===== config.mk =====
export PLATFORM = sky130hd
export DESIGN_NAME = rmq_scale
export DESIGN_NICKNAME = d
export VERILOG_FILES = /design/src/design/rmq_pkg.sv /design/src/design/rmq_scale.sv
export SDC_FILE = /design/constraint.sdc
export NUM_CORES = 2
export LEC_CHECK = 0
export BUFFER_PORTS_ARGS = -buffer_cell sky130_fd_sc_hd__buf_2
export CAP_MARGIN = 20
export CORE_AREA = 2 2 302 304
export CTS_CLUSTER_SIZE = 28
export DETAILED_ROUTE_END_ITERATION = 8
export DIE_AREA = 0 0 304 306
export PLACE_DENSITY = 0.73
export SYNTH_ARGS = -nofsm -noshare
export SYNTH_HDL_FRONTEND = slang
export SYNTH_SLANG_ARGS = --single-unit
export TNS_END_PERCENT = 100

===== constraint.sdc =====
create_clock -name clock -period 10.1 [get_ports clock]
set_input_delay 1.515 -clock clock [delete_from_list [all_inputs] [get_ports clock]]
set_output_delay 1.515 -clock clock [all_outputs]
set_load 0.02 [all_outputs]

===== src/design/rmq_pkg.sv =====
package rmq_pkg;

   localparam int FRAC_BITS = 14;
   localparam int ELEM_W    = 16;
   localparam int RAD_W     = 2 * FRAC_BITS + 3;    // clamped radicand times ONE
   localparam int ROOT_W    = 16;
   localparam int RECIP_W   = 2 * FRAC_BITS;        // floor(2^(2F-1) / S), S >= 1
   localparam int DIFF_W    = ELEM_W + 1;
   localparam int PROD_W    = DIFF_W + RECIP_W;

   localparam logic [1:0] BR_TRACE = 2'd0;
   localparam logic [1:0] BR_X     = 2'd1;
   localparam logic [1:0] BR_Y     = 2'd2;
   localparam logic [1:0] BR_Z     = 2'd3;

   typedef logic signed [DIFF_W-1:0] diff_type;

   // Branch plus the three off-diagonal terms, in x, y, z, w order with
   // the root component left out.
   typedef struct packed {
      logic [1:0] br;
      diff_type   da;
      diff_type   db;
      diff_type   dc;
   } side_type;

   typedef struct packed {
      side_type         side;
      logic [RAD_W-1:0] rad;
   } sq_in_type;

   typedef struct packed {
      side_type          side;
      logic [ROOT_W-1:0] s;
   } dv_in_type;

   typedef struct packed {
      side_type           side;
      logic [ROOT_W-2:0]  root;
      logic [RECIP_W-1:0] recip;
      logic               zero;
   } sc_in_type;

   typedef struct packed {
      logic [1:0]              br;
      logic [ELEM_W-1:0]       qw;
      logic [ELEM_W-1:0]       qz;
      logic [ELEM_W-1:0]       qy;
      logic [ELEM_W-1:0]       qx;
   } quat_type;

endpackage


===== src/design/rmq_scale.sv =====
module rmq_scale (
   input  logic               clock,
   input  logic               reset,
   input  logic               in_valid,
   output logic               in_ready,
   input  rmq_pkg::sc_in_type in_data,
   output logic               out_valid,
   input  logic               out_ready,
   output rmq_pkg::quat_type  out_data
);

   typedef struct packed {
      logic [1:0]                           br;
      logic [rmq_pkg::ROOT_W-2:0]           root;
      logic                                 zero;
      logic [2:0]                           neg;
      logic [2:0]                           nz;
      logic [2:0][rmq_pkg::PROD_W-1:0]      prod;
   } mul_type;

   mul_type             mul_in, mul_ff;
   rmq_pkg::quat_type   q_in, q_ff;
   logic                mv_ff, qv_ff;
   logic                m_rdy, q_rdy;
   rmq_pkg::diff_type   d [3];
   logic [15:0]         v [3];
   logic [15:0]         root16;

   // Magnitude times reciprocal for each off-diagonal term
   always_comb begin
      logic [rmq_pkg::DIFF_W-1:0] mag;
      d[0] = in_data.side.da;
      d[1] = in_data.side.db;
      d[2] = in_data.side.dc;
      mul_in.br   = in_data.side.br;
      mul_in.root = in_data.root;
      mul_in.zero = in_data.zero;
      for (int i = 0; i < 3; i++) begin
         mag            = d[i][rmq_pkg::DIFF_W-1] ? rmq_pkg::DIFF_W'(-d[i]) : d[i];
         mul_in.neg[i]  = d[i][rmq_pkg::DIFF_W-1];
         mul_in.nz[i]   = (d[i] != '0);
         mul_in.prod[i] = {{rmq_pkg::RECIP_W{1'b0}}, mag} *
                          {{rmq_pkg::DIFF_W{1'b0}}, in_data.recip};
      end
   end

   // Drop the fraction, restore the sign and saturate, then place the root and the terms by branch
   always_comb begin
      logic [rmq_pkg::PROD_W-rmq_pkg::FRAC_BITS-1:0] qm;
      for (int i = 0; i < 3; i++) begin
         qm = mul_ff.prod[i][rmq_pkg::PROD_W-1:rmq_pkg::FRAC_BITS];
         if (mul_ff.neg[i]) begin
            if (mul_ff.zero || qm > 32768) begin
               v[i] = 16'h8000;
            end else begin
               v[i] = 16'(-qm[15:0]);
            end
         end else if (mul_ff.zero) begin
            v[i] = mul_ff.nz[i] ? 16'h7fff : 16'h0000;
         end else if (qm > 32767) begin
            v[i] = 16'h7fff;
         end else begin
            v[i] = qm[15:0];
         end
      end
      root16  = {1'b0, mul_ff.root};
      q_in.br = mul_ff.br;
      unique case (mul_ff.br)
         rmq_pkg::BR_TRACE: begin
            q_in.qx = v[0]; q_in.qy = v[1]; q_in.qz = v[2]; q_in.qw = root16;
         end
         rmq_pkg::BR_X: begin
            q_in.qx = root16; q_in.qy = v[0]; q_in.qz = v[1]; q_in.qw = v[2];
         end
         rmq_pkg::BR_Y: begin
            q_in.qx = v[0]; q_in.qy = root16; q_in.qz = v[1]; q_in.qw = v[2];
         end
         default: begin
            q_in.qx = v[0]; q_in.qy = v[1]; q_in.qz = root16; q_in.qw = v[2];
         end
      endcase
   end

   assign q_rdy = !qv_ff || out_ready;
   assign m_rdy = !mv_ff || q_rdy;

   // Advance the valid bits
   always_ff @(posedge clock) begin
      if (reset) begin
         mv_ff <= 1'b0;
         qv_ff <= 1'b0;
      end else begin
         if (m_rdy) begin
            mv_ff <= in_valid;
         end
         if (q_rdy) begin
            qv_ff <= mv_ff;
         end
      end
   end

   always_ff @(posedge clock) begin
      if (m_rdy) begin
         mul_ff <= mul_in;
      end
      if (q_rdy) begin
         q_ff <= q_in;
      end
   end

   assign in_ready  = m_rdy;
   assign out_valid = qv_ff;
   assign out_data  = q_ff;

endmodule


==> reports/results.ini <==
[setup_path]
cpPeakStageDelay_ps=780
crit_required_ps=10350
critPathBufInv=7
r2r_start=mul_ff[59]
worstSetupEndpointType=flip-flop
cp-start-kind=primary input
crit_path_max_fanout=19
ff2ff_setup_slack_ps=5390
crit_arrival_ps=9470
startpoint=in_data[94]
r2r_end=out_data[22]
critPathKind=in2reg
cp_top_family=adder cells
crit_slowest_cell=xnor2_2
cp_common_cell=fa_1
r2r_cells=10

[cells_and_area]
final_cell_area_sq_mm=0.0568
area_growth_syn_to_layout_pct=6.14
nNetsFinal=7680
stdcell_count=7250
drive_above_1_share_pct=7.54
fin_util_pct=63.4

[global_routing]
antenna_found_initial=2
grt-ovfl-total=0
grt_pass1_wl_mm=234
first_global_vias=44100
grt_start_max_net_pins=67
grt_usage_pct=32.4

[timing]
grt_setup_unrepaired=false
fin_skew_ps=29.6
slew_headroom_pct=19.3
setup_tns_ps=0
setup_viol=0
period_needed_ps=9220
hold_viol=0
fmax_ghz=0.108
slew_violations=0
tightestPinTransition_ps=1200
period_share_pct=91.3

[placement]
gp_congestion=0.924
dpl_cell_area_sq_mm=0.0561
dp.cells=7213
dp_hpwl_mm=113
io_buffers=168

[yosys]
synth_edf_count=183
synthAdderAreaFrac_pct=51.9
syn_area_per_cell_sq_um=8.86
synthCells=6036
synth_flop_cell=edfxtp_1
syn_area_sq_mm=0.0535
synth_seq_cells=185
synthesis.nets=7658
synthSimpleGateAreaFrac_pct=16.3
netlist_top_cells_count=inv_1, fa_1, nand2_1
synth.most_common_cell=inv_1
synth-async-reset-ratio_pct=0
synth_area_leader_cell=fa_1
synth-xor-area-share_pct=2.15
synth_compound_area_share_pct=5.51
synth.area.top_cells=fa_1, inv_1, edfxtp_1, ha_1, nand2_1
synthMuxAreaShare_pct=0.971
ys_seq_area_share_pct=10.4
synth_cell_types=80
synth_top_area_share_pct=43.5
ys_warn_count=0
synth_top_family_by_area=adder cells

[drt]
postRouteAntennaNets=0
drtPass1Iterations=5
totalWireLength_mm=142
drc=0
wire_per_inst_um=19.6
drt_iter0_drc=2888
routed_via_density=5.63
vias=40800

[job]
cap_violations=0

[clock_network]
postCtsResizedCells=0
ctsLongestPathBuffers=2
clock-sinks=185
numCtsBuffers=17
post_cts.repair.setup_buffers=0
h-tree-depth=4
holdBufCountCts=0
cts_root_buf=clkbuf_16
cts.clk_slew.worst_paths_ps=80
clk_latency_ps=520
cts_tree=built

[floorplan]
die_y_um=306
rows=110
dieArea_sq_mm=0.0930
die_x_um=304
core_area_sq_mm=0.0896
ios=169
initial_utilization_pct=59.7

[hold_path]
min_to=out_valid
holdCritStartpoint=mv_ff
hp-class=reg2reg
hold_depth=2

[outcome]
status=complete, no violations

## flip-flops by register name, indices dropped and copies added, names as in the netlist
signal     cells
mul_ff       117
mv_ff          1
out_data      66
out_valid      1
## cell usage in the layout, fill, tap and decap left out, drive strengths merged, types with 9 or more instances in the layout
cell type	n
a211oi	31
o31ai	15
edfxtp	183
o311ai	23
mux2	23
mux2i	26
inv	1526
clkbuf	19
nand2b	24
a21oi	134
o41ai	16
a21o	61
a31oi	19
ha	360
and3	39
nor3	34
xor2	35
nor2b	20
nand3	28
o21a	9
nand2	1129
and2	387
xnor2	96
or2	15
fa	1161
buf	317
o21ai	79
nor2	98
or3	16
nand4	23
nor3b	12
nor4	17
## final cells by class
cell class / instances / area (sq um)
multi-input combinational: 4018 / 41400
clock inverter: 14 / 178
timing repair buffer: 318 / 2000
inverter: 1518 / 5700
tap: 1176 / 1470
clock buffer: 18 / 429
fill: 7456 / 32800
antenna: 3 / 7.51
sequential: 185 / 5540
## worst register-to-register path: stages (launching register included)
cell and delay, ps:
edfxtp_1 480, inv_1 170, ha_1 220, nor3b_1 410
nand4_1 280, o41ai_1 520, nand3_1 780, o311ai_1 1200
and2_1 270, a211oi_1 60, a21oi_1 170
## logic make-up after synthesis
family	count (synthesis)
xor+xnor	131
compound gates	446
fa+ha+maj	1521
mux	49
simple gates	1871
buf+inv	1833
flops	185
## per-layer routing
layer,vias to the layer above,wire length [um],global-route usage (%)
li1,17900,-,-
met3,361,13000,6.50
met2,1782,66600,52.9
met1,20700,55900,42.1
met5,-,13,0
met4,2,6600,14.3
## per-stage QoR
stage | hold WS (ps) | setup WS (ps)
2_1_floorplan | 424 | 750
3_3_place_gp | 520 | 628
3_5_place_dp | 525 | 482
4_1_cts | 538 | 1030
5_1_grt | 559 | 535
6_report | 535 | 876
## worst max-delay path by stage
stage / cells past startpoint / endpoint
6_report: 27 / mul_ff[37]
5_1_grt: 25 / mul_ff[37]
4_1_cts: 27 / mul_ff[84]
3_5_place_dp: 26 / mul_ff[44]
3_3_place_gp: 26 / mul_ff[44]
2_1_floorplan: 32 / mul_ff[38]
Power is not shown: default switching activity piles up to over one toggle a cycle in this logic, so the estimate is an artifact.
