**config.mk**
```make
export PLATFORM = sky130hd
export DESIGN_NAME = rmq_recip
export DESIGN_NICKNAME = d
export VERILOG_FILES = /design/src/design/rmq_pkg.sv /design/src/design/rmq_recip.sv
export SDC_FILE = /design/constraint.sdc
export NUM_CORES = 2
export LEC_CHECK = 0
export BUFFER_PORTS_ARGS = -buffer_cell sky130_fd_sc_hd__clkbuf_2
export CORE_ASPECT_RATIO = 0.8
export CORE_MARGIN = 2
export CORE_UTILIZATION = 35
export CTS_CLUSTER_SIZE = 14
export DETAILED_ROUTE_END_ITERATION = 12
export PLACE_DENSITY = 0.51
export RECOVER_POWER = 50
export SYNTH_ARGS = -nofsm -noshare
export SYNTH_HDL_FRONTEND = slang
export SYNTH_SLANG_ARGS = --single-unit
```
**constraint.sdc**
```tcl
create_clock -name clock -period 12.2 [get_ports clock]
set_input_delay 1.22 -clock clock [delete_from_list [all_inputs] [get_ports clock]]
set_output_delay 1.22 -clock clock [all_outputs]
set_load 0.1 [all_outputs]
```
**src/design/rmq_pkg.sv**
```systemverilog
package rmq_pkg;

   localparam int FRAC_BITS = 14;
   localparam int ELEM_W    = 16;
   localparam int RAD_W     = 2 * FRAC_BITS + 3;    // clamped radicand times ONE
   localparam int ROOT_W    = 16;
   localparam int RECIP_W   = 2 * FRAC_BITS;        // floor(2^(2F-1) / S), S >= 1
   localparam int DIFF_W    = ELEM_W + 1;
   localparam int PROD_W    = DIFF_W + RECIP_W;

   localparam logic [1:0] BR_TRACE = 2'd0;
   localparam logic [1:0] BR_X     = 2'd1;
   localparam logic [1:0] BR_Y     = 2'd2;
   localparam logic [1:0] BR_Z     = 2'd3;

   typedef logic signed [DIFF_W-1:0] diff_type;

   // Branch plus the three off-diagonal terms, in x, y, z, w order with
   // the root component left out.
   typedef struct packed {
      logic [1:0] br;
      diff_type   da;
      diff_type   db;
      diff_type   dc;
   } side_type;

   typedef struct packed {
      side_type         side;
      logic [RAD_W-1:0] rad;
   } sq_in_type;

   typedef struct packed {
      side_type          side;
      logic [ROOT_W-1:0] s;
   } dv_in_type;

   typedef struct packed {
      side_type           side;
      logic [ROOT_W-2:0]  root;
      logic [RECIP_W-1:0] recip;
      logic               zero;
   } sc_in_type;

   typedef struct packed {
      logic [1:0]              br;
      logic [ELEM_W-1:0]       qw;
      logic [ELEM_W-1:0]       qz;
      logic [ELEM_W-1:0]       qy;
      logic [ELEM_W-1:0]       qx;
   } quat_type;

endpackage

```
**src/design/rmq_recip.sv**
```systemverilog
module rmq_recip (
   input  logic               clock,
   input  logic               reset,
   input  logic               in_valid,
   output logic               in_ready,
   input  rmq_pkg::dv_in_type in_data,
   output logic               out_valid,
   input  logic               out_ready,
   output rmq_pkg::sc_in_type out_data
);

   localparam int STAGES = 7;
   localparam int STEPS  = 4;    // quotient bits per stage

   typedef struct packed {
      rmq_pkg::side_type          side;
      logic [rmq_pkg::ROOT_W-1:0] s;
      logic [rmq_pkg::ROOT_W-1:0] rem;
      logic [rmq_pkg::RECIP_W-1:0] q;
   } st_type;

   st_type st_ff [STAGES];
   st_type st_in [STAGES];
   logic   v_ff  [STAGES];
   logic [STAGES:0] rdy;

   // Restoring division of 2^(2F-1) by S, a few quotient bits at a time
   function automatic st_type dv_steps(st_type a, int stage);
      st_type                     b;
      logic [rmq_pkg::ROOT_W:0]   rem_sh;
      int                         i;
      b = a;
      for (int j = 0; j < STEPS; j++) begin
         i      = rmq_pkg::RECIP_W - 1 - (stage * STEPS + j);
         rem_sh = {b.rem, (i == rmq_pkg::RECIP_W - 1)};
         if (rem_sh >= {1'b0, b.s}) begin
            rem_sh = rem_sh - {1'b0, b.s};
            b.q[i] = 1'b1;
         end
         b.rem = rem_sh[rmq_pkg::ROOT_W-1:0];
      end
      return b;
   endfunction

   assign rdy[STAGES] = out_ready;

   for (genvar k = 0; k < STAGES; k++) begin : g_stage
      st_type src;
      logic   src_v;

      if (k == 0) begin : g_first
         assign src.side = in_data.side;
         assign src.s    = in_data.s;
         assign src.rem  = '0;
         assign src.q    = '0;
         assign src_v    = in_valid;
      end else begin : g_next
         assign src   = st_ff[k-1];
         assign src_v = v_ff[k-1];
      end

      assign st_in[k] = dv_steps(src, k);
      assign rdy[k]   = !v_ff[k] || rdy[k+1];

      // Advance the valid bit
      always_ff @(posedge clock) begin
         if (reset) begin
            v_ff[k] <= 1'b0;
         end else if (rdy[k]) begin
            v_ff[k] <= src_v;
         end
      end

      always_ff @(posedge clock) begin
         if (rdy[k]) begin
            st_ff[k] <= st_in[k];
         end
      end
   end

   assign in_ready       = rdy[0];
   assign out_valid      = v_ff[STAGES-1];
   assign out_data.side  = st_ff[STAGES-1].side;
   assign out_data.root  = st_ff[STAGES-1].s[rmq_pkg::ROOT_W-1:1];
   assign out_data.recip = st_ff[STAGES-1].q;
   assign out_data.zero  = (st_ff[STAGES-1].s == '0);

endmodule

```
==> out/summary.md <==
The final-report hold violation count was 0; the count of TritonRoute iterations in the first routing pass was 5. The run finished, with violations left. The most frequent cell after synthesis was sky130_fd_sc_hd__edfxtp_1. The detail route stage leaves a number of antenna-violating nets equal to 0. The setup slack of the worst register-to-register path is 640 ps, and the shortest period the worst path allows is 11560 ps. The tools report the residual DRC count as 0. For the initial core utilization, the log shows 0.352. The run gives 0.177 as the overall fraction of global-route tracks in use. Across the run, the number of max-cap violations was 4. Summed over all instances, the cell type with the most area after synthesis is sky130_fd_sc_hd__edfxtp_1. The worst path meets setup with 642 ps of slack. 172 I/O pins were placed.

Row generation in the floorplan step produced 118 rows. Entering global routing, the biggest net connects 70 pins. The most used flip-flop cell after synthesis was sky130_fd_sc_hd__edfxtp_1. The tools report the arrival time of data at the critical path endpoint as 11950 ps.

Summed over all layers, the global routing overflow is 0. The cell occurring most often along the worst timing path is sky130_fd_sc_hd__o21ai_0. In this run the mean area of a mapped cell was 11.1 um^2. The run gives 218 as the number of pins with negative max-slew slack in the final report. The tools report the number of antenna violations at the first check in global routing as 4.

After clock tree synthesis, the clock-pin slew on the worst setup and hold paths is 60 ps. The floorplan step set the die height to 327 um. In this run the critical register-to-register path is launched from st_ff[1][58]. The run gives 4713 as the count of nets after finishing. Setup violations remaining at the end of the flow were counted as 0. The fraction of synthesized cell area taken by the top area cell type is 0.461, and the CTS buffer count is 76. The final worst-path cycle share came out at 0.947. The critical path in this run is classified as flip-flop to flip-flop. The worst hold path was traced through 0 stages. The cell with the biggest individual delay on the critical path was sky130_fd_sc_hd__a221oi_4.

The relative max-transition margin is -1.48, and the source-to-sink clock delay at the later pin of the worst-skew pair is 690 ps. The share of cells above drive strength 1 is 0.140. The count of state elements after synthesis was 698.

The share of synthesized area occupied by flip-flops and latches is 0.461. STA classifies the critical path startpoint as a flip-flop. The clock net sink count is 698. In this run the clock root is driven by a sky130_fd_sc_hd__clkbuf_16. STA classifies the critical path endpoint as a flip-flop. The count of hold buffers inserted by post-cts repair is 0, and the cell count of the worst reg-to-reg path is 39. The number of nets in the synthesized netlist is 4587. Setup repair after global routing could not meet its margin everywhere.

Derived from the worst setup path, the maximum achievable clock frequency is 0.0865 GHz. At the placement stage, the worst setup path has a slack of 383 ps. Between clock sinks in the finished design, the worst skew comes to 50.4 ps. During synthesis, Yosys emitted a total of 0 warnings.

After detailed routing, the average wire length per cell comes to 19.9 um. The number of synthesized flops with an enable pin came out at 698. The path class of the tightest hold or removal check is flip-flop to flip-flop. By area the synthesized netlist is led by sky130_fd_sc_hd__edfxtp_1 (46%), sky130_fd_sc_hd__ha_1 (11%), sky130_fd_sc_hd__mux2_2 (4.9%).

From left edge to right edge, the die measures 407 um. For the pin with the worst max-slew slack, the measured transition is 3710 ps. The setup TNS is 0 ps. Along the worst path, the maximum fanout reaches 17.

The share of flip-flops with an asynchronous set or reset is 0, and the number of instances in the synthesized netlist is 4096. TritonCTS built the clock tree. The worst register-to-register path ends at st_ff[2][42].

The maximum level of the CTS H-tree is 3. The run gives 3 as the maximum number of buffers from clock root to sink. By count the netlist is led by sky130_fd_sc_hd__edfxtp_1 (698), sky130_fd_sc_hd__ha_1 (412), sky130_fd_sc_hd__a21oi_1 (303).

The die covers 133000 um^2. Input and output buffers added on the ports amount to 171. After detailed routing, the number of vias per cell comes to 5.29. The number of DRC violations after detailed-routing iteration 0 is 2506, and the area overhead of the layout relative to synthesis is 10.6%. Wire length reported by the detailed router: 120000 um. After legalization and detailed placement, the total HPWL measured 92300 um.

The checks that failed: capacitance limit, slew limit. The first global-routing pass estimated 183000 um of wire. The biggest cell delay along the critical path was 550 ps. The floorplan step defined a core boundary enclosing 129000 um^2. In this run the cell area of the synthesized design comes to 45500 um^2. The path with the worst hold slack has its endpoint at st_ff[6][13]. The worst hold path begins at st_ff[5][13]. Routability-driven placement finished with a final weighted congestion of 0.895. Data on the critical path is required at its endpoint by 12590 ps. The number of different library cells in the post-synthesis netlist is 111. The via count of the first global-routing pass was 30088. The repair_antennas step left the layout with diodes totalling 0.

Across all layers, the routed design uses 31857 vias.
==> cell type report <==
type | count | area (um^2)
Sequential cell | 698 | 21000
Clock inverter | 45 | 524
Timing Repair Buffer | 212 | 1110
Multi-Input combinational cell | 3020 | 22800
Inverter | 214 | 815
Tap cell | 1740 | 2180
Clock buffer | 92 | 1960
Fill cell | 12511 | 78900
==> per-layer routing <==
metal / track usage / wire, um / vias to the layer above
li1: - / - / 15647
met2: 0.259 / 50200 / 682
met1: 0.272 / 62100 / 15392
met4: 0.0405 / 2240 / 2
met5: 0 / 16 / -
met3: 0.0251 / 5100 / 134
==> cells by family after synthesis <==
group,after synthesis,share of synthesized area
AO/OA/AOI/OAI,1084,0.157
XOR/XNOR,308,0.0593
adder cells (fa/ha/maj),418,0.116
buffers and inverters,379,0.0408
flip-flops,698,0.461
multiplexers,232,0.0577
AND/OR/NAND/NOR,977,0.108
==> repair_timing <==
item                                    4_1_cts  5_1_grt
resized for setup                             0        3
endpoints found under the setup margin        0       34
buffers inserted                              0        3
==> state kept, by name, indices dropped and copies added, names as in the netlist <==
register,count
st_ff,691
v_ff,7
==> worst max-delay path by stage <==
stage	from	end	slack [ps]	cells after the start
3_5_place_dp	st_ff[3][45]	st_ff[4][29]	380	42
6_report	st_ff[1][58]	st_ff[2][42]	640	39
2_1_floorplan	st_ff[3][45]	st_ff[4][33]	1940	46
4_1_cts	st_ff[3][45]	st_ff[4][29]	390	42
5_1_grt	st_ff[1][45]	st_ff[2][42]	-30	38
3_3_place_gp	st_ff[3][45]	st_ff[4][30]	320	42
==> worst max-delay path: cells and delay by family, from the launching register on <==
kind / cells / cell delay (ps)
mux: 2 / 770
flops: 1 / 390
fa+ha+maj: 4 / 1480
compound gates: 26 / 6940
simple gates: 3 / 600
buf+inv: 4 / 1080
==> metrics by stage <==
stage	std cells	hold slack (ps)	util	cell area (um^2)
2_1_floorplan	4096	400	-	45500
3_3_place_gp	5880	400	0.370	47800
3_5_place_dp	5880	405	0.370	47800
4_1_cts	6017	380	0.389	50300
5_1_grt	6021	395	0.389	50300
6_report	6021	371	0.389	50300
==> cells in the final DEF (no fill, tap or decap), types with 74 or more instances in the layout <==
master / n
sky130_fd_sc_hd__edfxtp_1: 698
sky130_fd_sc_hd__inv_1: 206
sky130_fd_sc_hd__nand2_1: 217
sky130_fd_sc_hd__nor3_1: 74
sky130_fd_sc_hd__xnor2_1: 198
sky130_fd_sc_hd__nor2_1: 259
sky130_fd_sc_hd__o21a_1: 74
sky130_fd_sc_hd__mux2_2: 198
sky130_fd_sc_hd__a21o_1: 164
sky130_fd_sc_hd__o21ai_0: 215
sky130_fd_sc_hd__nand3_1: 77
sky130_fd_sc_hd__ha_1: 412
sky130_fd_sc_hd__a21oi_1: 303
sky130_fd_sc_hd__clkbuf_16: 76
sky130_fd_sc_hd__xor2_1: 110
sky130_fd_sc_hd__clkbuf_2: 148
Power is not shown: default switching activity piles up to over one toggle a cycle in this logic, so the estimate is an artifact.
