==> src/design/rmq_pkg.sv <==
package rmq_pkg;

   localparam int FRAC_BITS = 14;
   localparam int ELEM_W    = 16;
   localparam int RAD_W     = 2 * FRAC_BITS + 3;    // clamped radicand times ONE
   localparam int ROOT_W    = 16;
   localparam int RECIP_W   = 2 * FRAC_BITS;        // floor(2^(2F-1) / S), S >= 1
   localparam int DIFF_W    = ELEM_W + 1;
   localparam int PROD_W    = DIFF_W + RECIP_W;

   localparam logic [1:0] BR_TRACE = 2'd0;
   localparam logic [1:0] BR_X     = 2'd1;
   localparam logic [1:0] BR_Y     = 2'd2;
   localparam logic [1:0] BR_Z     = 2'd3;

   typedef logic signed [DIFF_W-1:0] diff_type;

   // Branch plus the three off-diagonal terms, in x, y, z, w order with
   // the root component left out.
   typedef struct packed {
      logic [1:0] br;
      diff_type   da;
      diff_type   db;
      diff_type   dc;
   } side_type;

   typedef struct packed {
      side_type         side;
      logic [RAD_W-1:0] rad;
   } sq_in_type;

   typedef struct packed {
      side_type          side;
      logic [ROOT_W-1:0] s;
   } dv_in_type;

   typedef struct packed {
      side_type           side;
      logic [ROOT_W-2:0]  root;
      logic [RECIP_W-1:0] recip;
      logic               zero;
   } sc_in_type;

   typedef struct packed {
      logic [1:0]              br;
      logic [ELEM_W-1:0]       qw;
      logic [ELEM_W-1:0]       qz;
      logic [ELEM_W-1:0]       qy;
      logic [ELEM_W-1:0]       qx;
   } quat_type;

endpackage

==> src/design/rmq_front.sv <==
module rmq_front (
   input  logic                  clock,
   input  logic                  reset,
   input  logic                  in_valid,
   output logic                  in_ready,
   input  logic [143:0]          in_mat,
   output logic                  out_valid,
   input  logic                  out_ready,
   output rmq_pkg::sq_in_type    out_data
);

   localparam int W = 19;

   logic signed [W-1:0] m [9];
   logic signed [W-1:0] t;
   logic signed [W-1:0] r;
   logic signed [W-1:0] one;
   logic [1:0]          br;
   rmq_pkg::diff_type   da, db, dc;
   rmq_pkg::diff_type   d21m12, d02m20, d10m01, s10p01, s02p20, s21p12;
   rmq_pkg::sq_in_type  f_in;
   rmq_pkg::sq_in_type  f_ff;
   logic                v_ff;

   // Sign-extend the nine elements
   always_comb begin
      for (int i = 0; i < 9; i++) begin
         m[i] = {{(W - rmq_pkg::ELEM_W){in_mat[16*i+15]}}, in_mat[16*i +: 16]};
      end
   end

   // Pick the branch and the radicand
   always_comb begin
      one = W'(1) <<< rmq_pkg::FRAC_BITS;
      t   = m[0] + m[4] + m[8];
      if (!t[W-1]) begin
         br = rmq_pkg::BR_TRACE;
         r  = one + t;
      end else if (m[0] > m[4] && m[0] > m[8]) begin
         br = rmq_pkg::BR_X;
         r  = one + m[0] - m[4] - m[8];
      end else if (m[4] > m[8]) begin
         br = rmq_pkg::BR_Y;
         r  = one + m[4] - m[0] - m[8];
      end else begin
         br = rmq_pkg::BR_Z;
         r  = one + m[8] - m[0] - m[4];
      end
   end

   // Off-diagonal sums and differences
   always_comb begin
      d21m12 = rmq_pkg::DIFF_W'(m[7] - m[5]);
      d02m20 = rmq_pkg::DIFF_W'(m[2] - m[6]);
      d10m01 = rmq_pkg::DIFF_W'(m[3] - m[1]);
      s10p01 = rmq_pkg::DIFF_W'(m[3] + m[1]);
      s02p20 = rmq_pkg::DIFF_W'(m[2] + m[6]);
      s21p12 = rmq_pkg::DIFF_W'(m[7] + m[5]);
      unique case (br)
         rmq_pkg::BR_TRACE: begin da = d21m12; db = d02m20; dc = d10m01; end
         rmq_pkg::BR_X:     begin da = s10p01; db = s02p20; dc = d21m12; end
         rmq_pkg::BR_Y:     begin da = s10p01; db = s21p12; dc = d02m20; end
         default:           begin da = s02p20; db = s21p12; dc = d10m01; end
      endcase
   end

   // Clamp the radicand and scale it by ONE
   always_comb begin
      f_in.side.br = br;
      f_in.side.da = da;
      f_in.side.db = db;
      f_in.side.dc = dc;
      if (r[W-1]) begin
         f_in.rad = '0;
      end else begin
         f_in.rad = {r[rmq_pkg::RAD_W-rmq_pkg::FRAC_BITS-1:0], {rmq_pkg::FRAC_BITS{1'b0}}};
      end
   end

   assign in_ready = !v_ff || out_ready;

   always_ff @(posedge clock) begin
      if (reset) begin
         v_ff <= 1'b0;
      end else if (in_ready) begin
         v_ff <= in_valid;
      end
   end

   always_ff @(posedge clock) begin
      if (in_ready) begin
         f_ff <= f_in;
      end
   end

   assign out_valid = v_ff;
   assign out_data  = f_ff;

endmodule

==> config.mk <==
export PLATFORM = sky130hd
export DESIGN_NAME = rmq_front
export DESIGN_NICKNAME = d
export VERILOG_FILES = /design/src/design/rmq_pkg.sv /design/src/design/rmq_front.sv
export SDC_FILE = /design/constraint.sdc
export NUM_CORES = 1
export LEC_CHECK = 0
export ABC_AREA = 1
export BUFFER_PORTS_ARGS = -buffer_cell sky130_fd_sc_hd__buf_2
export CORE_MARGIN = 2
export CORE_UTILIZATION = 49
export CTS_CLUSTER_DIAMETER = 150
export DETAILED_ROUTE_END_ITERATION = 6
export GPL_ROUTABILITY_DRIVEN = 0
export PLACE_DENSITY_LB_ADDON = 0.1
export SLEW_MARGIN = 25
export SYNTH_ARGS = -nofsm -noshare
export SYNTH_HDL_FRONTEND = slang
export SYNTH_SLANG_ARGS = --single-unit
export TNS_END_PERCENT = 1
==> constraint.sdc <==
create_clock -name clock -period 7.45 [get_ports clock]
set_clock_uncertainty 0.1 [all_clocks]
set_input_delay 0.745 -clock clock [delete_from_list [all_inputs] [get_ports clock]]
set_output_delay 0.745 -clock clock [all_outputs]
set_load 0.005 [all_outputs]
==> results.yml, run 1 <==
global_route:
  antenna_found_initial: 1
  gr-total-overflow: 0
  grt_pass1_vias: 14517
  grt_usage_pct: 28.7
  grt_max_degree: 73
  grt_pass1_wl_um: 77100
clock_network:
  clock_sinks: 71
  clkTransAtPathRegs_ps: 60
  numCtsBuffers: 9
  clk_path_buf_depth: 2
  tritoncts: "done"
  post_cts_resize_count: 0
  ctsHoldBuffers: 0
  clock_latency_ps: 340
  cts_setup_buffers: 0
  clock-root-buffer: "clkbuf_16"
  htreeDepth: 3
sta:
  hold_viol_final: 0
  tns_ps: 0
  period_share_pct: 72.3
  max_freq_mhz: 186
  tightest_slew_ps: 1060
  slew_violations: 0
  rsz0062_at_grt: "no"
  slew_headroom_pct: 29.4
  holdWs_ps: 449
  post-route-min-period_ps: 5390
  setup_slack_ps: 2060
  finalSetupViolCount: 0
power_and_ir_drop:
  peakVddDrop_uv: 134
  powerDensity_nw_per_um2: 217
  total_power_mw: 3.87
  p_leak_nw: 9.96
place:
  port_buffers: 219
  dpl-instance-area_um2: 17500
  hpwl_um: 42000
  pre_cts_ws_ps: 1780
  dp_cells: 2916
worst_setup_path:
  cp_max_fo: 31
  reg2reg_slack_ps: 5860
  crit_path_end_kind: "flip-flop"
  reg2reg_depth: 1
  criticalPathCategory: "in -> reg"
  cp-start-kind: "input port"
  required_ps: 7420
  arrival_ps: 5350
floorplan:
  start_util_pct: 49.7
  die_h_um: 185
  dieArea_um2: 34400
  io_pins: 234
  fp.dieW_um: 185
  rows: 66
  core_um2: 32500
hold_path:
  min_delay_path_depth: 2
  hp-class: "in -> reg"
run_status:
  status: "completed"
final_layout:
  seqCellArea_um2: 2120
  nFillCells: 3242
  area_growth_pct: 10.5
  layout.cells.non_filler: 2933
  drive_gt1_share_pct: 11.4
  final_area_um2: 17800
  fin_util_pct: 54.9
  multi_input_area_um2: 12300
  finalNetCount: 3010
routing:
  via_count: 15741
  wl_um: 49600
  antenna_left: 0
  first_iter_violations: 1487
  firstDrtPassIters: 6
  viasPerCell: 5.37
  wire_per_inst_um: 16.9
  drc: 0
synthesis:
  synth_area_per_cell_um2: 7.00
  synth_most_common_cell: "nand2_1"
  yosysWarningCount: 0
  synth_seq_cells: 71
  synth.top_cells.by_count: "515 x nand2_1, 388 x inv_1, 303 x ha_1"
  synth_flop_cell: "edfxtp_1"
  synth_cells: 2301
  async_flop_share_pct: 0
  synth-edff-count: 70
  yosys.area.top_type_share_pct: 23.5
  yosys.cell_types.count: 55
  synth_area_um2: 16100
  seq_area_frac_synth_pct: 13.2
  yosys.area.top_type: "ha_1"
  ys_top_cells_by_area: "ha_1 24%, edfxtp_1 13%, nand2_1 12%"
run:
  drv_cap: 0
## state kept, by name, summed over array words and instances, names as in the netlist
signal and cells:
out_valid 1, out_data 70
## final timing paths
kind | startpoint | end
setup / recovery | in_mat[2] | out_data[72]
hold / removal | reset | out_valid
setup reg to reg | out_valid | out_data[66]
hold reg to reg | out_valid | out_valid
## worst max-delay path, stage by stage
cell,delay (ps)
buf_2,160
inv_1,130
fa_1,550
inv_1,120
fa_1,490
nand3_1,100
nand2_1,100
a21oi_2,200
o21ai_2,120
nand3_1,110
nand3_1,120
nand2_4,270
inv_2,190
a21oi_2,260
inv_1,110
ha_1,300
buf_4,240
inv_1,560
a21oi_1,60
o21ai_0,120
o21ai_0,110
nand2_1,60
o21ai_0,90
## power by group
group	leakage [nW]	switching, mW	internal [mW]
registers	0.757	0.113	0.719
logic	9.05	1.67	0.909
clock network	0.148	0.198	0.264
total	9.96	1.98	1.89
## per-layer routing
metal	up-vias	track usage [%]	routed length, um
met1	7205	44.7	24100
met2	726	40.6	19500
met4	0	6.19	1040
met5	-	0	0
li1	7741	-	-
met3	69	5.15	4880
## logic make-up after synthesis
family / after synthesis / share of synthesized area [%]
flops: 71 / 13.2
fa+ha+maj: 377 / 32.7
simple gates: 930 / 25.0
xor+xnor: 86 / 4.67
other cells: 1 / 0.0233
compound gates: 383 / 13.2
buf+inv: 453 / 11.2
## final cells by class
| class | instances | area share, % |
|---|---|---|
| Antenna cell | 1 | 0.0140 |
| Clock buffer | 9 | 1.26 |
| Inverter | 393 | 8.28 |
| Sequential cell | 71 | 11.9 |
| Clock inverter | 7 | 0.450 |
| Multi-Input combinational cell | 1790 | 68.8 |
| Timing Repair Buffer | 220 | 6.20 |
| Tap cell | 442 | 3.10 |
## cell usage in the layout, fill, tap and decap left out, types with 5 or more instances in the layout
master,count
buf_2,219
xnor2_1,16
nand3b_1,9
clkbuf_16,9
o21bai_1,22
xor2_1,70
a21oi_1,175
o21ai_1,18
fa_1,74
nor2_2,12
or2_1,9
o22ai_1,8
a21o_1,13
nor4_1,5
inv_1,388
nor2_1,118
ha_1,303
edfxtp_1,70
conb_1,14
a211oi_1,9
nor3_1,14
a31oi_1,12
inv_2,5
o21ai_0,101
or2_2,9
nand3_1,209
nand2_1,514
nand4_1,11
Note: power is estimated with default switching activity, not from simulation.
==> run 2, diff against run 1 <==
Clock period 7.45 ns to 4.5 ns, I/O delays scaled along.
==> run 2 against run 1 <==
Effect of this change: the run now ends with design-rule violations left; clock power rose by 88%; worst hold slack got worse by 300 ps; sequential power rose by 67%; via count rose by 0.19%; largest cell class unchanged.
==> results.yml, run 2 (same netlist as run 1, synthesis figures left out) <==
global_route:
  grt_pass1_vias: 14430
  grt_pass1_wl_um: 77400
  grt_usage_pct: 28.8
  gr-total-overflow: 0
  grt_max_degree: 73
  antenna_found_initial: 3
sta:
  setup_slack_ps: 469
  post-route-min-period_ps: 4030
  slew_violations: 0
  tns_ps: 0
  tightest_slew_ps: 1040
  finalSetupViolCount: 0
  hold_viol_final: 0
  period_share_pct: 89.6
  rsz0062_at_grt: "no"
  slew_headroom_pct: 30.9
  max_freq_mhz: 248
power_and_ir_drop:
  powerDensity_nw_per_um2: 366
  seqPwrFrac_pct: 21.0
  peakVddDrop_uv: 266
  p_sw_share_pct: 49.9
  p_switching_mw: 3.29
  p_leak_nw: 10.1
  p_int_mw: 3.30
  p_clk_share_pct: 13.2
  comb_power_share_pct: 65.7
  total_power_mw: 6.59
worst_setup_path:
  required_ps: 4490
  arrival_ps: 4020
  cp_max_fo: 21
  cp-start-kind: "input port"
  crit_path_end_kind: "flip-flop"
  criticalPathCategory: "in -> reg"
place:
  hpwl_um: 42300
  pre_cts_ws_ps: 118
  port_buffers: 219
routing:
  viasPerCell: 5.34
  drc: 4
  firstDrtPassIters: 7
  wl_um: 49600
  via_count: 15771
  first_iter_violations: 1613
  antenna_left: 0
  wire_per_inst_um: 16.8
final_layout:
  finalNetCount: 3030
  largest_reg_flops: 70
  area_growth_pct: 11.7
  drive_gt1_share_pct: 12.2
  layout_commonest_cell: "nand2_1"
  final_cell_mix: "514 x nand2_1, 388 x inv_1, 303 x ha_1"
floorplan:
  die_h_um: 185
  dieArea_um2: 34400
  core_um2: 32500
  start_util_pct: 49.7
  rows: 66
  io_pins: 234
  fp.dieW_um: 185
clock_network:
  clock_latency_ps: 350
  tritoncts: "done"
  clk_path_buf_depth: 2
  htreeDepth: 3
  clock-root-buffer: "clkbuf_16"
  ctsHoldBuffers: 0
  clock_sinks: 71
  clkTransAtPathRegs_ps: 60
  post_cts_resize_count: 0
  numCtsBuffers: 9
  cts_setup_buffers: 0
run_status:
  violations: "design-rule violations"
  status: "finished, violations left"
run:
  drv_cap: 0
hold_path:
  hp-class: "in -> reg"
==> run 2: metal layers <==
metal / global-route usage, % / part of all wire [%] / vias up
met2: 40.2 / 39 / 755
met5: 0 / 0.026 / -
met4: 5.84 / 1.9 / 2
met1: 45.1 / 48 / 7155
li1: - / - / 7797
met3: 5.72 / 10 / 62
==> run 2: worst paths after layout <==
check / from / end / slack (ps) / depth (start not counted)
max: in_mat[2] / out_data[73] / 470 / 23
min: reset / out_valid / 150 / 2
max reg2reg: out_valid / out_data[21] / 2910 / 1
min reg2reg: out_valid / out_valid / 1110 / 2
==> run 2: through the flow <==
stage	area [um2]	std cells	hold WS, ps	util [%]
5_1_grt	18000	2953	139	55.5
6_report	18000	2953	149	55.5
3_5_place_dp	17700	2936	510	54.4
4_1_cts	18000	2952	142	55.5
3_3_place_gp	17700	2936	503	54.4
2_1_floorplan	16200	2314	419	-
==> run 2: power by group through the flow <==
| stage | logic (mW) | clock network, mW | registers, mW |
|---|---|---|---|
| final | 4.33 | 0.872 | 1.39 |
| after global routing | 4.84 | 0.908 | 1.40 |
| after CTS | 4.25 | 0.879 | 1.38 |
| after detailed placement | 4.23 | 0 | 1.37 |
| after global placement | 4.18 | 0 | 1.40 |
| after floorplan | 2.77 | 0 | 1.32 |
==> run 2: critical path, stage by stage <==
cell     delay, ps
buf_2          160
inv_1          140
fa_1           550
inv_1          120
fa_1           480
nand3_1        100
nand2_1        100
a21oi_2        190
o21ai_2        110
nand3_1        110
nand3_1        120
nand2_4        120
inv_2           40
a21oi_2        110
inv_1           70
ha_1           300
inv_1           60
buf_4          260
a21oi_1         70
o21ai_0         90
o21ai_0        110
nand2_1         70
o21ai_0         70
==> run 2: final cells by class <==
| cell class | count | area, um2 |
|---|---|---|
| Fill cell | 3311 | 14400 |
| Sequential cell | 71 | 2120 |
| Tap cell | 442 | 553 |
| Multi-Input combinational cell | 1790 | 12300 |
| Timing Repair Buffer | 240 | 1250 |
| Inverter | 393 | 1480 |
| Clock buffer | 9 | 225 |
| Clock inverter | 7 | 128 |
| Antenna cell | 1 | 2.50 |
