`src/design/rmq_pkg.sv`:
```
package rmq_pkg;

   localparam int FRAC_BITS = 14;
   localparam int ELEM_W    = 16;
   localparam int RAD_W     = 2 * FRAC_BITS + 3;    // clamped radicand times ONE
   localparam int ROOT_W    = 16;
   localparam int RECIP_W   = 2 * FRAC_BITS;        // floor(2^(2F-1) / S), S >= 1
   localparam int DIFF_W    = ELEM_W + 1;
   localparam int PROD_W    = DIFF_W + RECIP_W;

   localparam logic [1:0] BR_TRACE = 2'd0;
   localparam logic [1:0] BR_X     = 2'd1;
   localparam logic [1:0] BR_Y     = 2'd2;
   localparam logic [1:0] BR_Z     = 2'd3;

   typedef logic signed [DIFF_W-1:0] diff_type;

   // Branch plus the three off-diagonal terms, in x, y, z, w order with
   // the root component left out.
   typedef struct packed {
      logic [1:0] br;
      diff_type   da;
      diff_type   db;
      diff_type   dc;
   } side_type;

   typedef struct packed {
      side_type         side;
      logic [RAD_W-1:0] rad;
   } sq_in_type;

   typedef struct packed {
      side_type          side;
      logic [ROOT_W-1:0] s;
   } dv_in_type;

   typedef struct packed {
      side_type           side;
      logic [ROOT_W-2:0]  root;
      logic [RECIP_W-1:0] recip;
      logic               zero;
   } sc_in_type;

   typedef struct packed {
      logic [1:0]              br;
      logic [ELEM_W-1:0]       qw;
      logic [ELEM_W-1:0]       qz;
      logic [ELEM_W-1:0]       qy;
      logic [ELEM_W-1:0]       qx;
   } quat_type;

endpackage

```
`src/design/rmq_sqrt.sv`:
```
module rmq_sqrt (
   input  logic               clock,
   input  logic               reset,
   input  logic               in_valid,
   output logic               in_ready,
   input  rmq_pkg::sq_in_type in_data,
   output logic               out_valid,
   input  logic               out_ready,
   output rmq_pkg::dv_in_type out_data
);

   localparam int STAGES = 4;
   localparam int STEPS  = 4;    // result bits per stage

   typedef struct packed {
      rmq_pkg::side_type side;
      logic [31:0]       n;
      logic [31:0]       res;
   } st_type;

   st_type st_ff [STAGES];
   st_type st_in [STAGES];
   logic   v_ff  [STAGES];
   logic [STAGES:0] rdy;

   // Run a few digits of the bit-by-bit square root
   function automatic st_type sq_steps(st_type a, int stage);
      st_type      b;
      logic [31:0] bitv;
      logic [31:0] trial;
      b = a;
      for (int j = 0; j < STEPS; j++) begin
         bitv  = 32'd1 << (30 - 2 * (stage * STEPS + j));
         trial = b.res + bitv;
         if (b.n >= trial) begin
            b.n   = b.n - trial;
            b.res = (b.res >> 1) + bitv;
         end else begin
            b.res = b.res >> 1;
         end
      end
      return b;
   endfunction

   assign rdy[STAGES] = out_ready;

   for (genvar k = 0; k < STAGES; k++) begin : g_stage
      st_type src;
      logic   src_v;

      if (k == 0) begin : g_first
         assign src.side = in_data.side;
         assign src.n    = 32'(in_data.rad);
         assign src.res  = '0;
         assign src_v    = in_valid;
      end else begin : g_next
         assign src   = st_ff[k-1];
         assign src_v = v_ff[k-1];
      end

      assign st_in[k] = sq_steps(src, k);
      assign rdy[k]   = !v_ff[k] || rdy[k+1];

      // Advance the valid bit
      always_ff @(posedge clock) begin
         if (reset) begin
            v_ff[k] <= 1'b0;
         end else if (rdy[k]) begin
            v_ff[k] <= src_v;
         end
      end

      always_ff @(posedge clock) begin
         if (rdy[k]) begin
            st_ff[k] <= st_in[k];
         end
      end
   end

   assign in_ready      = rdy[0];
   assign out_valid     = v_ff[STAGES-1];
   assign out_data.side = st_ff[STAGES-1].side;
   assign out_data.s    = st_ff[STAGES-1].res[rmq_pkg::ROOT_W-1:0];

endmodule

```
`config.mk`:
```
export PLATFORM = sky130hd
export DESIGN_NAME = rmq_sqrt
export DESIGN_NICKNAME = d
export VERILOG_FILES = /design/src/design/rmq_pkg.sv /design/src/design/rmq_sqrt.sv
export SDC_FILE = /design/constraint.sdc
export NUM_CORES = 1
export LEC_CHECK = 0
export ABC_CLOCK_PERIOD_IN_PS = 11900
export BUFFER_PORTS_ARGS = -buffer_cell sky130_fd_sc_hd__buf_2
export CAP_MARGIN = 20
export CORE_ASPECT_RATIO = 1.5
export CORE_MARGIN = 4
export CORE_UTILIZATION = 45
export DETAILED_ROUTE_END_ITERATION = 8
export HOLD_SLACK_MARGIN = 0.1
export SLEW_MARGIN = 20
export SYNTH_ARGS = -nofsm -noshare
export SYNTH_HDL_FRONTEND = slang
export SYNTH_SLANG_ARGS = --single-unit
```
`constraint.sdc`:
```
create_clock -name clock -period 11.9 [get_ports clock]
set_input_delay 1.19 -clock clock [delete_from_list [all_inputs] [get_ports clock]]
set_output_delay 1.19 -clock clock [all_outputs]
set_load 0.02 [all_outputs]
```
==> flow_results.org, run 1 <==
** Timing
- Transition time of the tightest slew-check pin :: 1000 ps
- On the final layout, the worst clock skew is 29.7 ps.
- Slew HR :: 0.332
- In the finished design, the share of the clock period the worst path needs comes to 0.946.
- Max-slew violation total from the final report :: 0
- Time the worst path needs with I/O delays and setup :: 11,260 ps
- Maximum clock frequency :: 0.0888 GHz
- Setup total negative slack on the finished layout was measured at 0 ps.
- Setup repair after global routing missed its margin :: false
- Total count of hold-check failures in the final report :: 0
- Count of endpoints failing setup in the final report :: 0
- After layout, the worst setup slack is 641 ps.

** Worst setup path
- Maximum fanout encountered on the critical timing path :: 18
- Critical path required time :: 12,200 ps
- Critical Path Source Type :: register
- The worst setup path is captured at a register.
- In this design, the stage delay of the slowest critical-path cell is 590 ps.
- The setup path with the least slack is of type register to register.
- Arrival time at the worst endpoint :: 11,560 ps
- The slowest stage of the critical path is the sky130_fd_sc_hd__or4_4 cell.

** Floorplan
- Placeable Area :: 48,700 um2
- Total I/O pin count :: 159
- For this configuration, the core starts out at a cell density of 0.455.
- Standard-cell rows :: 99
- Die extent in x :: 189 um
- Overall die height :: 280 um
- Area enclosed by the die boundary :: 52,900 um2

** Clocking
- CTS clk-pin slew, worst paths :: 60 ps
- The clock passes through at most 3 buffers.
- CTS tree :: built
- Count of hold buffers inserted by post-cts repair :: 0
- # clock sinks :: 352
- The cell sitting at the root of the clock tree is a sky130_fd_sc_hd__clkbuf_16.
- Buffers inserted during clock tree synthesis total 34.
- Clock latency on the worst-skew pair, taken at its later pin, is 540 ps.
- The H-tree was split into 2 levels.

** Routing
- ANT nets after route :: 0
- For this run, the detailed router's first-pass iteration total came to 7.
- For this block, the routed nets add up to 61.4 mm of wire.
- Average via count per standard cell :: 5.77
- Total via count after detailed routing :: 16,828
- Iteration-0 DRC count of the detailed router :: 916
- Post-route DRC violation count :: 0
- Dividing the detail-routed wire length by the instance count gives 21.1 um.

** Logic synthesis
- Mean instance size in the synthesized netlist :: 10.7 um2
- During synthesis, Yosys emitted a total of 0 warnings.
- Mapped cell area :: 22,100 um2
- Gate count of the mapped netlist :: 2,065
- Share of synthesized registers carrying an async set or reset :: 0
- Dominant register cell in the synthesized netlist :: sky130_fd_sc_hd__edfxtp_1
- Counting flops and latches in the post-synthesis netlist gives 352.
- Of the synthesized area, sequential elements account for 0.478.
- Counting flops with a built-in enable in the synthesized netlist gives 352.
- Synthesis produced a netlist with a net count of 2,309.
- In this run, distinct cell masters in the synthesized netlist total 90.

** Global routing
- The number of global-route vias before repair is 17,250.
- Global routing finished with a remaining overflow of 0.
- For this run, global-route usage on met3 was measured as 0.0249.
- Antenna violations before repair :: 1
- GR met1 Demand/Resource :: 0.233
- Entering global routing, the biggest net connects 70 pins.
- Global-route track usage on met2 :: 0.461
- The first global-routing pass estimated 95.7 mm of wire.
- Overall Global Routing Usage :: 0.230
- After global routing, the most crowded layer is met2.

** Placed design
- Number of input and output port buffers inserted :: 158
- At the end of routability-driven placement, the weighted congestion stood at 0.909.
- Dpl hpwl :: 49.2 mm
- Before CTS, the worst setup slack after placement is 372 ps.

** Outcome
- The run finished with clean final reports.

** Cells and area
- The final layout contains 2,485 nets.
- Fill cells in the final layout number 4,393.
- Area growth from synthesis to layout :: 12.4%
- The number of antenna diodes in the final layout is 0.
- Proportion of layout cells with a drive suffix above 1 :: 0.143
- Top library cells by usage in the layout, fill and taps aside :: sky130_fd_sc_hd__edfxtp_1, sky130_fd_sc_hd__a21oi_1, sky130_fd_sc_hd__buf_2, sky130_fd_sc_hd__ha_1, sky130_fd_sc_hd__nor2_1
- Leading cell type in the layout, fill and taps excluded :: sky130_fd_sc_hd__edfxtp_1

** Min path
- Path class of the lowest-slack min-delay path :: register to register

** Flow run
- Max-cap check violation count :: 0
## path summary, 6_finish.rpt
| check | startpoint | endpoint | slack [ps] | cells past startpoint |
|---|---|---|---|---|
| worst min-delay path | st_ff[1][105]$_DFFE_PP_ | st_ff[2][105]$_DFFE_PP_ | 410 | 0 |
| worst min register to register | st_ff[1][105]$_DFFE_PP_ | st_ff[2][105]$_DFFE_PP_ | 410 | 0 |
| worst max register to register | st_ff[1][57]$_DFFE_PP_ | st_ff[2][57]$_DFFE_PP_ | 640 | 38 |
| worst max-delay path | st_ff[1][57]$_DFFE_PP_ | st_ff[2][57]$_DFFE_PP_ | 640 | 38 |
## cell usage after synthesis, drive strengths merged (14+ instances only)
cell type    n  area share
a31oi       22      0.0062
or2         16      0.0045
nand4       28      0.0079
o21ai       92       0.021
nor3        50       0.012
xnor2       99       0.039
nor3b       16      0.0054
edfxtp     352        0.48
and2        19      0.0056
mux2i       16      0.0072
ha         156       0.088
a21o        70       0.024
nand2b      28      0.0079
nand2      133       0.023
buf         18      0.0052
a211oi      23      0.0080
nand3       50       0.011
o31ai       17      0.0058
xor2        59       0.023
o21a        19      0.0064
inv        108       0.018
mux2        27       0.015
or3         24      0.0068
clkbuf      34      0.0058
nor4        31      0.0090
o211ai      16      0.0054
or4         22      0.0083
nor2       149       0.025
and3        19      0.0054
o21bai      14      0.0047
nor2b       19      0.0054
a21oi      162       0.037
## worst max-delay path: cells and delay by family (launching register included)
family	cells	cell delay, ps
and+or+nand+nor	16	3940
DFF	1	530
muxes	1	320
buffers and inverters	3	1030
xor gates and xnor gates	1	200
AOI/OAI and AO/OA	14	3970
adders and majority gates	3	1010
## repair_timing
item,in CTS,in global routing
setup buffers,0,6
gates resized for setup,0,10
setup endpoints to repair,0,21
## through the flow
stage                     utilization  instances  hold slack, ps  instance area, um2
final                           0.511       2916             410               24900
after global routing            0.511       2916             419               24900
after CTS                       0.509       2910             410               24800
after detailed placement        0.488       2855             405               23700
after global placement          0.488       2855             400               23700
after floorplan                     -       2065             400               22100
## routing by layer
| layer | wire length [um] | share of wire |
|---|---|---|
| met5 | 13 | 0.00021 |
| met4 | 3330 | 0.054 |
| met3 | 1910 | 0.031 |
| met2 | 34300 | 0.56 |
| met1 | 21800 | 0.36 |
## registers in the layout, summed over array words and instances (netlist names)
| name | flops |
|---|---|
| st_ff | 348 |
| v_ff | 4 |
## layout make-up
| cell class | count | area [um2] | area share |
|---|---|---|---|
| Inverter | 110 | 422 | 0.0170 |
| Timing Repair Buffer | 192 | 1050 | 0.0421 |
| Clock inverter | 18 | 173 | 0.00694 |
| Multi-Input combinational cell | 1551 | 11000 | 0.441 |
| Tap cell | 656 | 821 | 0.0330 |
| Clock buffer | 37 | 862 | 0.0347 |
| Sequential cell | 352 | 10600 | 0.425 |
## cell families after synthesis
family / after synthesis / share of synthesized area
multiplexers: 43 / 0.0220
AND/OR/NAND/NOR: 639 / 0.153
XOR/XNOR: 158 / 0.0625
buffers and inverters: 162 / 0.0296
adder cells (fa/ha/maj): 156 / 0.0882
flip-flops: 352 / 0.478
AO/OA/AOI/OAI: 555 / 0.168
Power of run 1 is not shown: default switching activity piles up to over one toggle a cycle in this logic, so the estimate is an artifact.
==> run 2: changes to the inputs <==
CORE_UTILIZATION = 50   (was 45)
PLACE_DENSITY = 0.68   (was not set)
==> run 2 against run 1 <==
  * Final area is essentially flat
  * Critical path type unchanged
  * Global-route usage grew 1.8 points
  * Highest routed layer is now met4
  * Die area shrank 9.7%
==> flow_results.org, run 2 (synthesis results as in run 1) <==
** Worst setup path
- Critical path required time :: 12,210 ps
- Reg-to-reg setup timing slack :: 690 ps
- The critical path contains buffers and inverters numbering 3 combined.
- STA classifies the critical path startpoint as a register.
- Delay of the slowest critical-path stage :: 590 ps
- In this run the critical register-to-register path is launched from st_ff[1][57]$_DFFE_PP_.
- For this design, the slowest cell found on the critical path is sky130_fd_sc_hd__or4_4.
- Among cell families on the critical path, the largest total delay comes from compound AO/OA/AOI/OAI gates.
- Of all nets on the critical path, the largest fanout is 18.
- STA classifies the critical path endpoint as a register.
- Critical register-to-register path endpoint :: st_ff[2][57]$_DFFE_PP_
- The critical path in this run is classified as register to register.
- R2R depth :: 42
- Arrival time at the worst endpoint :: 11,530 ps

** Clocking
- The tree is rooted in a sky130_fd_sc_hd__clkbuf_16.
- Post-CTS Setup Repair Bufs :: 0
- After clock tree synthesis, the clock-pin slew on the worst setup and hold paths is 70 ps.
- Clock latency on the worst-skew pair, taken at its later pin, is 540 ps.
- In this run, CTS created clock tree buffers numbering 35.
- TritonCTS built the clock tree.
- The clock tree synthesis step divided the H-tree into 2 levels.
- Max clock buf depth :: 3
- Gates resized, CTS repair :: 0
- # clock sinks :: 352
- Count of hold buffers inserted by post-cts repair :: 0

** Placed design
- Number of input and output port buffers inserted :: 158
- Before CTS, the worst setup slack after placement is 389 ps.
- Dpl hpwl :: 47.6 mm
- GP Congestion :: 0.988
- In this run the cell area measured after placement is 23,600 um2.

** Floorplan
- 159 I/O pins were placed.
- Starting Density :: 0.505
- Area enclosed by the die boundary :: 47,800 um2
- Placeable Area :: 43,900 um2
- Overall die height :: 266 um
- Standard-cell rows :: 94
- From left edge to right edge, the die measures 180 um.

** Routing
- The first detailed-routing pass ran for 5 iterations.
- Average via count per standard cell :: 5.94
- Total via count after detailed routing :: 16,883
- Routed wirelength normalized by instance count :: 21.3 um
- Post-detailed-routing wire length :: 60.6 mm
- Post-route DRC violation count :: 0
- After the first detailed-routing iteration, the DRC count stood at 1,023.
- The count of nets left with antenna violations once routing finished came out at 0.

** Min path
- Hold Path Stages :: 0
- Hold EP :: st_ff[1][82]$_DFFE_PP_
- Worst min-delay path startpoint :: st_ff[0][82]$_DFFE_PP_
- Path class of the lowest-slack min-delay path :: register to register

** Timing
- Derived from the worst setup path, the maximum achievable clock frequency is 0.0892 GHz.
- Worst clock skew :: 22.0 ps
- Setup repair after global routing left no endpoint under its margin.
- The count of final hold-check violations came to 0.
- Slew HR :: 0.258
- The final number of max-transition violations is 0.
- For the final routed database, the setup TNS stands at 0 ps.
- Count of endpoints failing setup in the final report :: 0
- Share of the clock period used by the worst path :: 0.942
- The worst path in the final design needs a cycle of 11,210 ps, including I/O delays and setup.
- Crit path setup slack, layout :: 685 ps
- For the pin with the worst max-slew slack, the measured transition is 1100 ps.

** Cells and area
- The register with the most flip-flops in the layout has 348 of them.
- Registers with the most flip-flops :: st_ff: 348 flops, v_ff: 4 flops
- Fill cell instance count of the final layout :: 3,826
- Relative to the synthesized area, the layout overhead comes to 12.3%.
- Register containing the most flip-flops in the final layout :: st_ff
- Final layout net count :: 2,479
- Of the cells placed in the final design, the portion with a size suffix greater than 1 is 0.141.
- Final design instance area without fill :: 24,900 um2
- The library cell used most frequently in the layout, excluding fill and tap cells, is sky130_fd_sc_hd__edfxtp_1.
- Top library cells by usage in the layout, fill and taps aside :: sky130_fd_sc_hd__edfxtp_1, sky130_fd_sc_hd__a21oi_1, sky130_fd_sc_hd__buf_2, sky130_fd_sc_hd__ha_1, sky130_fd_sc_hd__nor2_1

** Global routing
- The initial antenna violation count was 5.
- For this run, the total global-route usage over all layers was measured as 0.247.
- The total overflow left after global routing is 0.
- Via count of the first global-routing pass :: 17,110
- Maximum number of pins on one net before global-route repair :: 84
- Wire length of the first global-routing pass :: 94.2 mm

** Flow run
- Max-cap check violation count :: 0

** Outcome
- The flow ran to the end, and the final reports show no timing, DRC or antenna violations.
==> run 2: metrics by stage <==
| step | util | hold slack (ps) | std cells |
|---|---|---|---|
| 2_1_floorplan | - | 400 | 2065 |
| 3_3_place_gp | 0.538 | 400 | 2772 |
| 3_5_place_dp | 0.538 | 405 | 2773 |
| 4_1_cts | 0.565 | 403 | 2837 |
| 5_1_grt | 0.567 | 416 | 2843 |
| 6_report | 0.567 | 409 | 2843 |
==> run 2: worst max-delay path by stage <==
| stage | slack [ps] | endpoint | cells past startpoint | start |
|---|---|---|---|---|
| 5_1_grt | 20 | st_ff[2][61]$_DFFE_PP_ | 44 | st_ff[1][19]$_DFFE_PP_ |
| 2_1_floorplan | 1060 | st_ff[3][0]$_DFFE_PP_ | 54 | st_ff[2][56]$_DFFE_PP_ |
| 3_5_place_dp | 390 | st_ff[2][57]$_DFFE_PP_ | 40 | st_ff[1][57]$_DFFE_PP_ |
| 4_1_cts | 370 | st_ff[2][57]$_DFFE_PP_ | 40 | st_ff[1][57]$_DFFE_PP_ |
| 6_report | 690 | st_ff[2][57]$_DFFE_PP_ | 42 | st_ff[1][57]$_DFFE_PP_ |
| 3_3_place_gp | 580 | st_ff[2][57]$_DFFE_PP_ | 40 | st_ff[1][57]$_DFFE_PP_ |
==> run 2: layout make-up <==
class                   instances  area, um2  share of cell area
multi-input cells            1551      11000               0.441
flip-flops and latches        352      10600               0.425
repair buffers                185       1010              0.0405
clock buffers                  39        891              0.0358
well taps                     576        721              0.0290
inverters                     110        418              0.0168
clock inverters                25        290              0.0117
diodes                          5       12.5            0.000503
==> run 2: per-layer routing <==
layer | global-route usage | up-vias | wire length, um
met3 | 0.0282 | 167 | 2080
met4 | 0.128 | 0 | 3460
met2 | 0.490 | 444 | 33600
met1 | 0.251 | 8060 | 21500
li1 | - | 8212 | -
met5 | 0 | - | 0
==> run 2: worst reg2reg max path: cells and delay by family, from the launching register on <==
kind,cells,cell delay (ps)
buf+inv,3,800
fa+ha+maj,3,1010
compound gates,18,4190
flops,1,530
mux,1,360
simple gates,16,3920
xor+xnor,1,200
Power of run 2 is left out for the same reason.
==> run 3: changes to the inputs <==
--- a/config.mk
+++ b/config.mk
@@ -7,4 +7,3 @@
 export LEC_CHECK = 0
-export ABC_CLOCK_PERIOD_IN_PS = 11900
-export BUFFER_PORTS_ARGS = -buffer_cell sky130_fd_sc_hd__buf_2
+export ABC_CLOCK_PERIOD_IN_PS = 11280
 export CAP_MARGIN = 20
@@ -14,4 +13,4 @@
 export DETAILED_ROUTE_END_ITERATION = 8
+export DONT_BUFFER_PORTS = 1
 export HOLD_SLACK_MARGIN = 0.1
-export PLACE_DENSITY = 0.68
 export SLEW_MARGIN = 20
==> constraint.sdc (replaced) <==
create_clock -name clock -period 11.28 [get_ports clock]
set_input_delay 2.82 -clock clock [delete_from_list [all_inputs] [get_ports clock]]
set_output_delay 2.82 -clock clock [all_outputs]
set_load 0.02 [all_outputs]
==> run 3 against run 2 <==
  * Count of clock-buffer cells in the layout grew 2
  * Critical path type unchanged
  * Fmax grew 5.4%
  * Utilization down 1.3 points
  * Register-to-register slack lost 50 ps
  * Via count decreased by 1.8%
  * Global-route usage up 0.58 points
  * Final area decreased by 2.3%
  * Sequential share of layout area is 1.0 points higher
  * Worst hold slack got worse by 13 ps
==> flow_results.org, run 3 (synthesis results as in run 1) <==
** Worst setup path
- Critical Path End Type :: register
- The slowest stage of the critical path is the sky130_fd_sc_hd__or4b_2 cell.
- Arrival time at the worst endpoint :: 10,930 ps
- Critical path required time :: 11,570 ps
- Delay of the slowest critical-path stage :: 690 ps
- Critical Path Source Type :: register
- Maximum fanout encountered on the critical timing path :: 22
- Classification of the worst setup path :: register to register

** Floorplan
- Standard-cell rows :: 94
- Overall die height :: 266 um
- The floorplan step defined a die boundary enclosing 47,800 um2.
- Placeable Area :: 43,900 um2
- For this design the top-level I/O count stands at 159.
- From left edge to right edge, the die measures 180 um.
- The initial utilization of the core area, before any placement, comes to 0.505.

** Placed design
- In this run the tool buffered the top-level ports with 0 buffer cells.
- The congestion estimate from routability-driven global placement came to 0.953.
- After legalization and detailed placement, the total HPWL measured 49.5 mm.

** Clocking
- TritonCTS built the clock tree.
- The clock tree synthesis step divided the H-tree into 2 levels.
- After clock tree synthesis, the clock-pin slew on the worst setup and hold paths is 70 ps.
- TritonCTS buffer count :: 34
- The clock drives 352 sinks.
- Counting along the longest clock path gives a buffer depth of 3.
- The later pin in the worst-skew pair is clocked with a latency of 560 ps.
- CTS placed an instance of sky130_fd_sc_hd__clkbuf_16 at the clock tree root.
- In this run, post-CTS hold repair placed 0 buffers.

** Cells and area
- The net count of the finished layout is 2,346.
- Leaving out fill and tap cells, the most frequent cell in the layout is sky130_fd_sc_hd__edfxtp_1.
- Counting the fill cells in the layout gives 3,764.
- In the final layout, the share of cells above drive strength 1 is 0.0913.
- The register with the most flip-flops in the layout has 348 of them.
- The largest registers in the layout are st_ff: 348 flops, v_ff: 4 flops.
- More flip-flops sit in one register than any other, and that register is st_ff.
- The library cells used most frequently in the layout, excluding fill and tap cells, are sky130_fd_sc_hd__edfxtp_1, sky130_fd_sc_hd__a21oi_1, sky130_fd_sc_hd__ha_1, sky130_fd_sc_hd__nor2_1, sky130_fd_sc_hd__nand2_1.
- The area growth from synthesis to layout is 9.75%.
- Number of inserted diodes :: 0

** Timing
- Setup repair after global routing left no endpoint under its margin.
- Transition time of the tightest slew-check pin :: 1120 ps
- Max-slew violation total from the final report :: 0
- Total count of hold-check failures in the final report :: 0
- Slew HR :: 0.243
- Worst clock skew :: 41.7 ps
- The worst path needs 10,640 ps of the cycle, external delays included.
- Setup violations remaining at the end of the flow were counted as 0.
- Of the available clock period, the critical path in the final layout requires 0.944.
- For the final routed database, the setup TNS stands at 0 ps.
- Maximum clock frequency :: 0.0939 GHz

** Routing
- Routed wirelength normalized by instance count :: 23.1 um
- Detailed routing inserted a total of 16,571 vias.
- The detail route stage leaves a number of antenna-violating nets equal to 0.
- First-pass iteration count of the detailed router :: 5
- Summed over all layers, the routed wires come to 62.3 mm.
- For this run, design rule violations remaining after detail routing come to 0.
- Dividing the detail-routed via count by the number of cells gives 6.13.
- Iteration-0 DRC count of the detailed router :: 930

** Flow run
- Max-cap check violation count :: 0

** Min path
- Path class of the lowest-slack min-delay path :: register to register

** Global routing
- Wire length of the first global-routing pass :: 94.7 mm
- Via count of the first global-routing pass :: 16,663
- Overall Global Routing Usage :: 0.253
- For this run the aggregate overflow at the end of global routing stands at 0.
- The initial antenna violation count came to 0.
- Entering global routing, the biggest net connects 85 pins.

** Outcome
- The run finished with clean final reports.
[run 3: layout make-up]
type	count	area, um2	share of cell area
Multi-Input combinational cell	1551	11000	0.453
Tap cell	576	721	0.0297
Clock buffer	41	877	0.0361
Sequential cell	352	10600	0.435
Inverter	110	419	0.0173
Clock inverter	19	303	0.0125
Timing Repair Buffer	53	402	0.0165
[run 3: path summary, 6_finish.rpt]
check                         startpoint                      to  slack (ps)  cells after the start
setup / recovery  st_ff[2][56]$_DFFE_PP_   st_ff[3][0]$_DFFE_PP_         640                     50
hold / removal    st_ff[1][92]$_DFFE_PP_  st_ff[2][92]$_DFFE_PP_         400                      0
setup reg to reg  st_ff[2][56]$_DFFE_PP_   st_ff[3][0]$_DFFE_PP_         640                     50
hold reg to reg   st_ff[1][92]$_DFFE_PP_  st_ff[2][92]$_DFFE_PP_         400                      0
[run 3: worst max-delay path: cells and delay by family, from the launching register on]
family / cells / cell delay [ps]
AO/OA/AOI/OAI: 26 / 5120
adder cells (fa/ha/maj): 3 / 960
buffers and inverters: 2 / 360
flip-flops: 1 / 440
AND/OR/NAND/NOR: 19 / 3510
[run 3: per-layer routing]
metal / global-route usage / wire length, um / vias to the layer above
met1: 0.247 / 21200 / 8012
met5: 0 / 0 / -
met3: 0.0293 / 2080 / 168
met4: 0.138 / 4170 / 0
li1: - / - / 7929
met2: 0.509 / 34900 / 462
[run 3: repair_timing]
item	in CTS	in global routing
setup endpoints to repair	0	26
buffers inserted	0	0
gates resized for setup	0	16
[run 3: per-stage QoR]
| stage | util | hold slack, ps | worst slack, ps | std cells | instance area [um2] |
|---|---|---|---|---|---|
| after detailed placement | 0.525 | 405 | 106 | 2642 | 23000 |
| final | 0.554 | 395 | 635 | 2702 | 24300 |
| after CTS | 0.552 | 387 | 73.4 | 2702 | 24200 |
| after global routing | 0.554 | 397 | 11.4 | 2702 | 24300 |
| after global placement | 0.525 | 400 | 179 | 2642 | 23000 |
| after floorplan | - | 400 | 445 | 2065 | 22100 |
Power of run 3 is left out for the same reason.
